`src/design/uida_pkg.sv`:
```
// Shared types and codes for the unique ID allocator.
package uida_pkg;

   // Width of an ID as carried on the ports and stored on the free list
   localparam int unsigned IdW = 8;

   // Result status codes
   typedef enum logic [1:0] {
      ST_OK        = 2'd0,
      ST_RANGE     = 2'd1,
      ST_DOUBLE    = 2'd2,
      ST_EXHAUSTED = 2'd3
   } status_type;

   // Request modes
   typedef enum logic {
      MODE_ALLOC = 1'b0,
      MODE_FREE  = 1'b1
   } mode_type;

   // Request transaction payload
   typedef struct packed {
      mode_type         mode;
      logic [IdW-1:0]   free_id;
   } req_payload_type;

   // Response transaction payload
   typedef struct packed {
      logic [IdW-1:0]   alloc_id;
      status_type       status;
   } rsp_payload_type;

   // Controller states
   typedef enum logic [2:0] {
      S_IDLE,
      S_ALLOC,
      S_SCAN,
      S_SHIFT,
      S_INSERT,
      S_DONE
   } state_type;

endpackage

```
`src/design/unique_id_allocator.sv`:
```
// Top level of the unique ID allocator: controller, counters and free-list memory.
//
//  Port group | Direction | Handshake            | Payload
//  req_*      | in        | req_valid/req_ready  | req_data  (mode, free_id)
//  rsp_*      | out       | rsp_valid/rsp_ready  | rsp_data  (alloc_id, status)
//
// An allocate fetches the top of the list, then pops it or issues a fresh ID. A free
// first runs a read-only scan down the sorted list, then shifts the listed entries
// above the ID up one place, then inserts it; the shift is skipped when the ID sorts
// above every entry. Out of range is answered at the first scan step, a double free
// where the scan meets the ID. Both walks go by the single read port of the memory.
// Reset clears the counters and the response valid flag and holds req_ready low;
// the list memory is not cleared, only entries below the fill count are used.
// One transaction is in work at a time; a pending response stalls only the
// final load, and the next request is taken the cycle after that load.
module unique_id_allocator #(
   parameter int unsigned MAX_IDS = 256
) (
   input  logic                      clock,
   input  logic                      reset,
   input  logic                      req_valid,
   output logic                      req_ready,
   input  uida_pkg::req_payload_type req_data,
   output logic                      rsp_valid,
   input  logic                      rsp_ready,
   output uida_pkg::rsp_payload_type rsp_data
);

   localparam int unsigned AW   = (MAX_IDS > 2) ? $clog2(MAX_IDS) : 1;
   localparam int unsigned CW   = $clog2(MAX_IDS + 1);
   localparam int unsigned CMPW = (CW > uida_pkg::IdW) ? CW : uida_pkg::IdW;
   localparam int unsigned IDW  = uida_pkg::IdW;

   // Control and counter registers
   uida_pkg::state_type       state_ff, state_in;
   logic [CW-1:0]             next_fresh_ff, next_fresh_in;
   logic [CW-1:0]             count_ff, count_in;
   logic                      rsp_valid_ff, rsp_valid_in;

   // Payload registers
   uida_pkg::req_payload_type req_ff, req_in;
   uida_pkg::rsp_payload_type res_ff, res_in;
   uida_pkg::rsp_payload_type rsp_data_ff, rsp_data_in;
   logic [AW-1:0]             ptr_ff, ptr_in;
   logic [CW-1:0]             pos_ff, pos_in;

   // Memory port
   logic                      wr_en;
   logic [AW-1:0]             wr_addr;
   logic [IDW-1:0]            wr_data;
   logic [AW-1:0]             rd_addr;
   logic [IDW-1:0]            rd_data;

   // Decision terms
   logic [CW-1:0]             count_m1;
   logic [AW-1:0]             top_ptr;
   logic [CW-1:0]             scan_pos;
   logic                      out_of_range;
   logic                      list_empty;
   logic                      hit;
   logic                      below;
   logic                      at_bottom;
   logic                      shift_end;
   logic                      fresh_left;
   logic                      rsp_free;

   uida_list_ram #(
      .Depth (MAX_IDS),
      .AddrW (AW),
      .DataW (IDW)
   ) u_list_ram (
      .clock   (clock),
      .wr_en   (wr_en),
      .wr_addr (wr_addr),
      .wr_data (wr_data),
      .rd_addr (rd_addr),
      .rd_data (rd_data)
   );

   // Compare the entry under the scan pointer and the counters
   always_comb begin
      count_m1     = count_ff - CW'(1);
      top_ptr      = count_m1[AW-1:0];
      scan_pos     = CW'(ptr_ff) + CW'(1);
      out_of_range = CMPW'(req_ff.free_id) >= CMPW'(next_fresh_ff);
      list_empty   = (count_ff == '0);
      hit          = (rd_data == req_ff.free_id);
      below        = (rd_data < req_ff.free_id);
      at_bottom    = (ptr_ff == '0);
      shift_end    = (ptr_ff == pos_ff[AW-1:0]);
      fresh_left   = (next_fresh_ff != CW'(MAX_IDS));
      rsp_free     = !rsp_valid_ff || rsp_ready;
   end

   // Next state
   always_comb begin
      state_in = state_ff;
      case (state_ff)
         uida_pkg::S_IDLE: begin
            if (req_valid) begin
               state_in = (req_data.mode == uida_pkg::MODE_FREE) ? uida_pkg::S_SCAN
                                                                : uida_pkg::S_ALLOC;
            end
         end
         uida_pkg::S_ALLOC: begin
            state_in = uida_pkg::S_DONE;
         end
         uida_pkg::S_SCAN: begin
            if (out_of_range) begin
               state_in = uida_pkg::S_DONE;
            end else if (list_empty) begin
               state_in = uida_pkg::S_INSERT;
            end else if (hit) begin
               state_in = uida_pkg::S_DONE;
            end else if (below) begin
               state_in = (scan_pos == count_ff) ? uida_pkg::S_INSERT : uida_pkg::S_SHIFT;
            end else if (at_bottom) begin
               state_in = uida_pkg::S_SHIFT;
            end
         end
         uida_pkg::S_SHIFT: begin
            if (shift_end) begin
               state_in = uida_pkg::S_INSERT;
            end
         end
         uida_pkg::S_INSERT: begin
            state_in = uida_pkg::S_DONE;
         end
         uida_pkg::S_DONE: begin
            if (rsp_free) begin
               state_in = uida_pkg::S_IDLE;
            end
         end
         default: begin
            state_in = uida_pkg::S_IDLE;
         end
      endcase
   end

   // Datapath, memory port and handshake outputs
   always_comb begin
      req_in        = req_ff;
      res_in        = res_ff;
      ptr_in        = ptr_ff;
      pos_in        = pos_ff;
      count_in      = count_ff;
      next_fresh_in = next_fresh_ff;
      rsp_data_in   = rsp_data_ff;
      rsp_valid_in  = rsp_valid_ff && !rsp_ready;
      req_ready     = 1'b0;
      rd_addr       = top_ptr;
      wr_en         = 1'b0;
      wr_addr       = pos_ff[AW-1:0];
      wr_data       = req_ff.free_id;

      case (state_ff)
         uida_pkg::S_IDLE: begin
            // Take a transaction and fetch the top of the list; hold off in reset
            req_ready = !reset;
            if (req_valid) begin
               req_in = req_data;
               ptr_in = top_ptr;
            end
         end
         uida_pkg::S_ALLOC: begin
            // Pop the largest free ID, else issue a fresh one, else report exhaustion
            if (!list_empty) begin
               res_in.alloc_id = rd_data;
               res_in.status   = uida_pkg::ST_OK;
               count_in        = count_m1;
            end else if (fresh_left) begin
               res_in.alloc_id = IDW'(CMPW'(next_fresh_ff));
               res_in.status   = uida_pkg::ST_OK;
               next_fresh_in   = next_fresh_ff + CW'(1);
            end else begin
               res_in.alloc_id = '0;
               res_in.status   = uida_pkg::ST_EXHAUSTED;
            end
         end
         uida_pkg::S_SCAN: begin
            // Check the range, then walk down the list until an entry at or below the ID
            res_in.alloc_id = '0;
            if (out_of_range) begin
               res_in.status = uida_pkg::ST_RANGE;
            end else if (list_empty) begin
               pos_in = '0;
            end else if (hit) begin
               res_in.status = uida_pkg::ST_DOUBLE;
            end else if (below) begin
               pos_in = scan_pos;
               ptr_in = top_ptr;
            end else if (at_bottom) begin
               pos_in = '0;
               ptr_in = top_ptr;
            end else begin
               ptr_in  = ptr_ff - AW'(1);
               rd_addr = ptr_ff - AW'(1);
            end
         end
         uida_pkg::S_SHIFT: begin
            // Move each larger entry up one place, top first
            wr_en   = 1'b1;
            wr_addr = ptr_ff + AW'(1);
            wr_data = rd_data;
            if (!shift_end) begin
               ptr_in  = ptr_ff - AW'(1);
               rd_addr = ptr_ff - AW'(1);
            end
         end
         uida_pkg::S_INSERT: begin
            // Drop the ID into its sorted slot
            wr_en           = 1'b1;
            count_in        = count_ff + CW'(1);
            res_in.alloc_id = '0;
            res_in.status   = uida_pkg::ST_OK;
         end
         uida_pkg::S_DONE: begin
            // Load the response register once it is free
            if (rsp_free) begin
               rsp_valid_in = 1'b1;
               rsp_data_in  = res_ff;
            end
         end
         default: begin
         end
      endcase
   end

   // Control registers
   always_ff @(posedge clock) begin
      if (reset) begin
         state_ff      <= uida_pkg::S_IDLE;
         next_fresh_ff <= '0;
         count_ff      <= '0;
         rsp_valid_ff  <= 1'b0;
      end else begin
         state_ff      <= state_in;
         next_fresh_ff <= next_fresh_in;
         count_ff      <= count_in;
         rsp_valid_ff  <= rsp_valid_in;
      end
   end

   // Payload registers
   always_ff @(posedge clock) begin
      req_ff      <= req_in;
      res_ff      <= res_in;
      ptr_ff      <= ptr_in;
      pos_ff      <= pos_in;
      rsp_data_ff <= rsp_data_in;
   end

   assign rsp_valid = rsp_valid_ff;
   assign rsp_data  = rsp_data_ff;

endmodule

```
`src/design/uida_list_ram.sv`:
```
// Free-list storage: one write port, one read port, registered read data.
module uida_list_ram #(
   parameter int unsigned Depth = 256,
   parameter int unsigned AddrW = 8,
   parameter int unsigned DataW = 8
) (
   input  logic             clock,
   input  logic             wr_en,
   input  logic [AddrW-1:0] wr_addr,
   input  logic [DataW-1:0] wr_data,
   input  logic [AddrW-1:0] rd_addr,
   output logic [DataW-1:0] rd_data
);

   logic [DataW-1:0] mem_ff [Depth];
   logic [DataW-1:0] rd_data_ff;

   // Write the addressed entry
   always_ff @(posedge clock) begin
      if (wr_en) begin
         mem_ff[wr_addr] <= wr_data;
      end
   end

   // Read every cycle, data registered and valid in the next cycle
   always_ff @(posedge clock) begin
      rd_data_ff <= mem_ff[rd_addr];
   end

   assign rd_data = rd_data_ff;

endmodule
```
`config.mk`:
```
export PLATFORM = sky130hd
export DESIGN_NAME = unique_id_allocator
export DESIGN_NICKNAME = d
export VERILOG_FILES = /design/src/design/uida_pkg.sv /design/src/design/unique_id_allocator.sv /design/src/design/uida_list_ram.sv
export SDC_FILE = /design/constraint.sdc
export NUM_CORES = 2
export LEC_CHECK = 0
export BUFFER_PORTS_ARGS = -buffer_cell sky130_fd_sc_hd__buf_2
export CORE_ASPECT_RATIO = 1.75
export CORE_UTILIZATION = 35
export DETAILED_ROUTE_END_ITERATION = 10
export PLACE_DENSITY = 0.59
export SETUP_SLACK_MARGIN = 0.2
export SYNTH_ARGS = -nofsm -noshare
export SYNTH_HDL_FRONTEND = slang
export SYNTH_HIERARCHICAL = 1
export SYNTH_SLANG_ARGS = --single-unit
```
`constraint.sdc`:
```
create_clock -name clock -period 26.2 [get_ports clock]
set_clock_uncertainty 0.1 [all_clocks]
set_input_delay 7.86 -clock clock [delete_from_list [all_inputs] [get_ports clock]]
set_output_delay 7.86 -clock clock [all_outputs]
set_load 0.03 [all_outputs]
```
; ---- Word level (Yosys, flattened, before mapping)
; Memories as Yosys holds them, arrays and structs flattened. A register that Yosys moved wholly into a read port is not among the register bits.
; Cells that the tools add are included.
[classes]
n_addsub = 6
eq_ne = 21
n_bitwise = 1
magnitude_cmp = 2
n_reduce_logical = 22
mux = 43
[ops]
columns = cell, n
row1 = two-way mux 8 bit, 16
row2 = case mux 10 bit (3 select lines), 1
row3 = two-way mux 3 bit, 9
row4 = case mux 8 bit (3 select lines), 1
row5 = two-way mux 10 bit, 2
row6 = "adder 9 x 1 -> 9 bit, second input constant", 2
row7 = "!= test 2 bit, second input constant", 9
row8 = case mux 9 bit (2 select lines), 1
row9 = == test 8 bit, 2
row10 = case mux 8 bit (2 select lines), 1
row11 = case mux 3 bit (5 select lines), 1
row12 = "adder 8 x 1 -> 9 bit, second input constant", 1
row13 = == test 9 bit, 1
row14 = >= comparator 8 x 9 -> 1 bit, 1
row15 = zero test 9 bit, 1
row16 = two-way mux 9 bit, 1
row17 = "!= test 9 bit, second input constant", 1
row18 = nonzero test 3 bit, 3
row19 = "subtractor 9 x 1 -> 9 bit, second input constant", 1
row20 = "adder 8 x 1 -> 8 bit, second input constant", 1
row21 = zero test 8 bit, 1
row22 = less-than comparator 8 bit, 1
row23 = two-way mux 2 bit, 4
row24 = AND reduction 4 bit, 2
row25 = 17 further kinds, 31
[word_totals]
out_inout_bits = 12
mem_count = 1
reg_bits = 66
ram_bits = 2048
input_bits = 13
elab_cells = 107
[mem_list]
columns = memory, depth, width, read_ports, rd_ports_with_merged_regs, wr, line_no
row1 = u_list_ram.mem_ff, 256, 8, 1, 1, 1, uida_list_ram.sv:15  ; logic [DataW-1:0] mem_ff [Depth];

; ---- Depth between registers and ports, before layout
[depth]
word_depth = 8
ltp_mapped = 21
mapped_depth_nobuf = 15

; ---- By module
; Netlist, hierarchy kept.
[modules_own_cells]
columns = module, seq_area_each_um2, cells_per_inst, area_per_inst_um2, n_inst
row1 = uida_list_ram, 61659.1, 3733, 79556.3, 1
row2 = unique_id_allocator, 1761.7, 473, 4499.3, 1

; ---- Worst setup path after synthesis
; No wires, ideal clock.
[synth_timing]
path_kind = input to output
startpoint = input reset
endpoint = output req_ready
slack_ns = 9.123
arrival_ns = 9.117
required_time_ns = 18.240
n_path_buf = 2
path_stages = 3
cell_sequence = clkbuf_1 -> clkbuf_1 -> nor4_1
[synth_via]
elab_chain_cells = 2
[synth_rtl]
columns = element, line_no
row1 = start: declaration, unique_id_allocator.sv:20  ; input logic reset,
row2 = zero test 1 bit, unique_id_allocator.sv:159  ; req_ready = !reset;
row3 = two-way mux 1 bit, unique_id_allocator.sv:156  ; case (state_ff)
row4 = end: declaration, unique_id_allocator.sv:22  ; output logic req_ready,
; No other way between the ends.

; ---- Worst setup path in the final report
; Same ends and word-level chain as after synthesis.

==> key figures <==
Cells and area
  – Area grow syn2layout: 10.8%
  – Layout cells sized above 1: 20.1%
  – Final Util: 39.1%
  – Nets: 4281

Global route
  – Largest net degree at the start of global routing: 162
  – Total gr overflow: 0
  – Global-route wire length before repair: 310000 µm
  – GRT Overall Usage: 17.8%
  – Number of global-route vias before repair: 42822
  – Initial antenna violation count: 4

Routing
  – WL/cell: 28.9 µm
  – # DRC: 0
  – Via density: 5.48
  – First-pass DRT Iterations: 7
  – Routed WL: 217000 µm
  – ANT nets after route: 0
  – DR iter-0 viols: 3475
  – Routed vias: 41041

Timing
  – Hold Fails Final Rpt: 0
  – Slew Viols, Final: 0
  – RSZ-0062 raised after global routing: false
  – Period utilization: 64.2%
  – Slew HR: 15.4%
  – Max Fclk: 59.5 MHz
  – Finish-stage setup viols: 0
  – Worst slew pin tran: 1260 ps
  – Fin crit period: 16820 ps
  – Setup TNS: 0 ps

Worst setup path
  – Reg2reg path depth: 19
  – Critical path type: input pin to output pin
  – Critical Path AT: 8860 ps
  – CP startpoint: reset
  – Critical path peak fanout: 26
  – CP endpoint: req_ready
  – Worst endpoint required time: 18240 ps
  – Worst path slowest cell: nor4_1
  – R2r endpoint: u_list_ram/rd_data[3]
  – Startpoint types: input pin
  – Cell mode on critical path: buf_2
  – Worst reg2reg startpoint: req_ff[0]
  – Crit path largest cell delay: 410 ps
  – Flop-to-flop setup slack: 18050 ps
  – Critical Path Sink Type: output pin
  – Crit-path cells: buf_2 -> nor4_1 -> buf_2

Pwr
  – Net Switching: 0.00434 W
  – Sw frac: 38.4%
  – Lkg Pwr: 29.0 nW
  – VDD IR-drop max: 0.0000966 V
  – Power density cells: 121 nW/µm²
  – Seq pwr share: 36.4%
  – Clk pwr share: 23.4%
  – Comb pwr share: 40.2%
  – Power Internal: 0.00696 W

Clocking
  – CTS HTree Levels: 4
  – Post-CTS setup buffer count: 0
  – Clock Latency Late Sink: 840 ps
  – TritonCTS Sinks: 2122
  – Max clock buf depth: 4
  – Clock transition at path regs: 70 ps
  – Post-CTS sizing: 0
  – Num CTS Buffers: 179
  – Hold buffers post-CTS: 0
  – CTS tree: done
  – Root Driver: clkbuf_16

Yosys
  – Post-synthesis register bit count: 2122
  – Post-synth EDFFs: 2092
  – Sequential-to-total area share from yosys stat: 75.5%
  – Synth Instances: 4206
  – Post-Syn Area: 84100 µm²
  – Most used DFF post-synth: edfxtp_1
  – Syn avg cell area: 20.0 µm²
  – Syn Nets: 4242
  – Ys async rst share: 0%
  – Yosys warns: 6
  – Library cells used by synthesis: 88

Die
  – Starting density of the core: 35.3%
  – Die Wd: 372 µm
  – Core area: 238000 µm²
  – DIE AREA: 242000 µm²
  – Placement Rows: 237
  – IO Count: 25
  – Die height: 650 µm

Flow run
  – Max-cap violations: 0

Run status
  – Status: completed

Hold path
  – Min-Delay Path Class: register to register

Placed design
  – Hpwl dp: 135000 µm
  – GPL Wtd Cong: 0.842
  – Port bufs: 24
## placed cells by master, fill, tap and decap left out, drive strengths merged, types with 10 or more instances in the layout
cell / count
a221oi: 16
o22ai: 29
a22oi: 136
o221ai: 47
xor2: 18
o211ai: 13
buf: 116
ha: 23
edfxtp: 2092
nor2: 331
nand2b: 13
nor4: 36
xnor2: 24
nor3: 32
o21ai: 37
a21oi: 126
bufinv: 15
nand3: 46
inv: 26
nand2: 87
clkinv: 72
mux4: 456
a211oi: 18
mux2i: 148
nand4: 19
clkbuf: 221
nor2b: 35
dfxtp: 30
a22o: 10
## registers in the layout, summed over array words and instances, names as in the netlist
| register | cells |
|---|---|
| count_ff | 9 |
| next_fresh_ff | 9 |
| pos_ff | 8 |
| ptr_ff | 8 |
| req_ff | 8 |
| res_ff | 10 |
| rsp_data | 10 |
| rsp_valid | 1 |
| state_ff | 3 |
| u_list_ram/mem_ff | 2048 |
| u_list_ram/rd_data | 8 |
## area by class of cell
class / count / area [µm²]
inverters: 28 / 105
flip-flops and latches: 2122 / 63400
repair buffers: 116 / 873
diodes: 3 / 7.51
fillers: 21379 / 145000
multi-input cells: 1798 / 19200
clock inverters: 92 / 837
well taps: 3107 / 3890
clock buffers: 221 / 4800
## power groups by stage
stage               clock, W  combinational (W)  sequential [W]
finish               0.00265            0.00454         0.00411
global route         0.00280            0.00471         0.00412
CTS                  0.00270            0.00459         0.00411
detailed placement         0            0.00458         0.00419
global placement           0            0.00455         0.00418
floorplan                  0            0.00272         0.00419
## kinds of logic (layout without fill, tap and decap cells)
family                   after synthesis  count (layout)  share of synthesized area, %
AO/OA/AOI/OAI                        476             476                          3.96
adder cells (fa/ha/maj)               23              23                         0.342
flip-flops                          2122            2122                          75.5
AND/OR/NAND/NOR                      641             641                          3.61
other                                  0               3                             0
multiplexers                         613             613                          14.1
buffers and inverters                286             457                          2.01
XOR/XNOR                              45              45                         0.521
## per-layer routing
| metal | vias to the layer above | share of wire [%] | global-route usage, % |
|---|---|---|---|
| met5 | - | 0 | 0 |
| met4 | 0 | 4.8 | 7.95 |
| met3 | 388 | 4.7 | 2.08 |
| met2 | 1245 | 56 | 34.0 |
| met1 | 22010 | 34 | 19.2 |
| li1 | 17398 | - | - |
## cell usage after synthesis (23+ instances only)
cell	instances	area, µm²
mux2i_1	148	1480
o21ai_0	32	160
nor3_1	29	145
a21oi_1	125	626
nor2_1	330	1240
inv_1	26	97.6
edfxtp_1	2092	62800
mux4_2	454	10200
buf_2	39	195
ha_1	23	288
nor4_1	29	181
a22oi_1	136	1020
nor2b_1	35	219
buf_6	23	259
buf_1	24	90.1
nand2_1	85	319
xnor2_1	24	210
nand3_1	44	220
dfxtp_1	30	601
o221ai_1	46	403
clkbuf_1	120	450
o22ai_1	29	181
buf_4	30	225
## critical path, delay by kind of cell
| family | cells | cell delay (ps) |
|---|---|---|
| buf+inv | 2 | 570 |
| simple gates | 1 | 410 |
## worst min-delay path by stage
stage | start | to | slack, ps | cells past startpoint
final | res_ff[3] | rsp_data[3] | 320 | 0
after global routing | res_ff[3] | rsp_data[3] | 330 | 0
after CTS | res_ff[3] | rsp_data[3] | 320 | 0
after detailed placement | res_ff[6] | rsp_data[6] | 310 | 0
after global placement | res_ff[8] | rsp_data[8] | 300 | 0
after floorplan | res_ff[0] | rsp_data[0] | 300 | 0
## per-stage QoR
stage	hold slack (ps)	power [W]	std cells	area [µm²]	worst slack, ps
after floorplan	300	0.00691	4206	84100	9120
after global placement	304	0.00873	7171	87500	9400
after detailed placement	306	0.00877	7171	87500	9370
after CTS	318	0.0114	7484	93200	9360
after global routing	326	0.0116	7485	93200	9330
final	319	0.0113	7487	93200	9380
No activity file was read; power rests on OpenSTA's default activity.
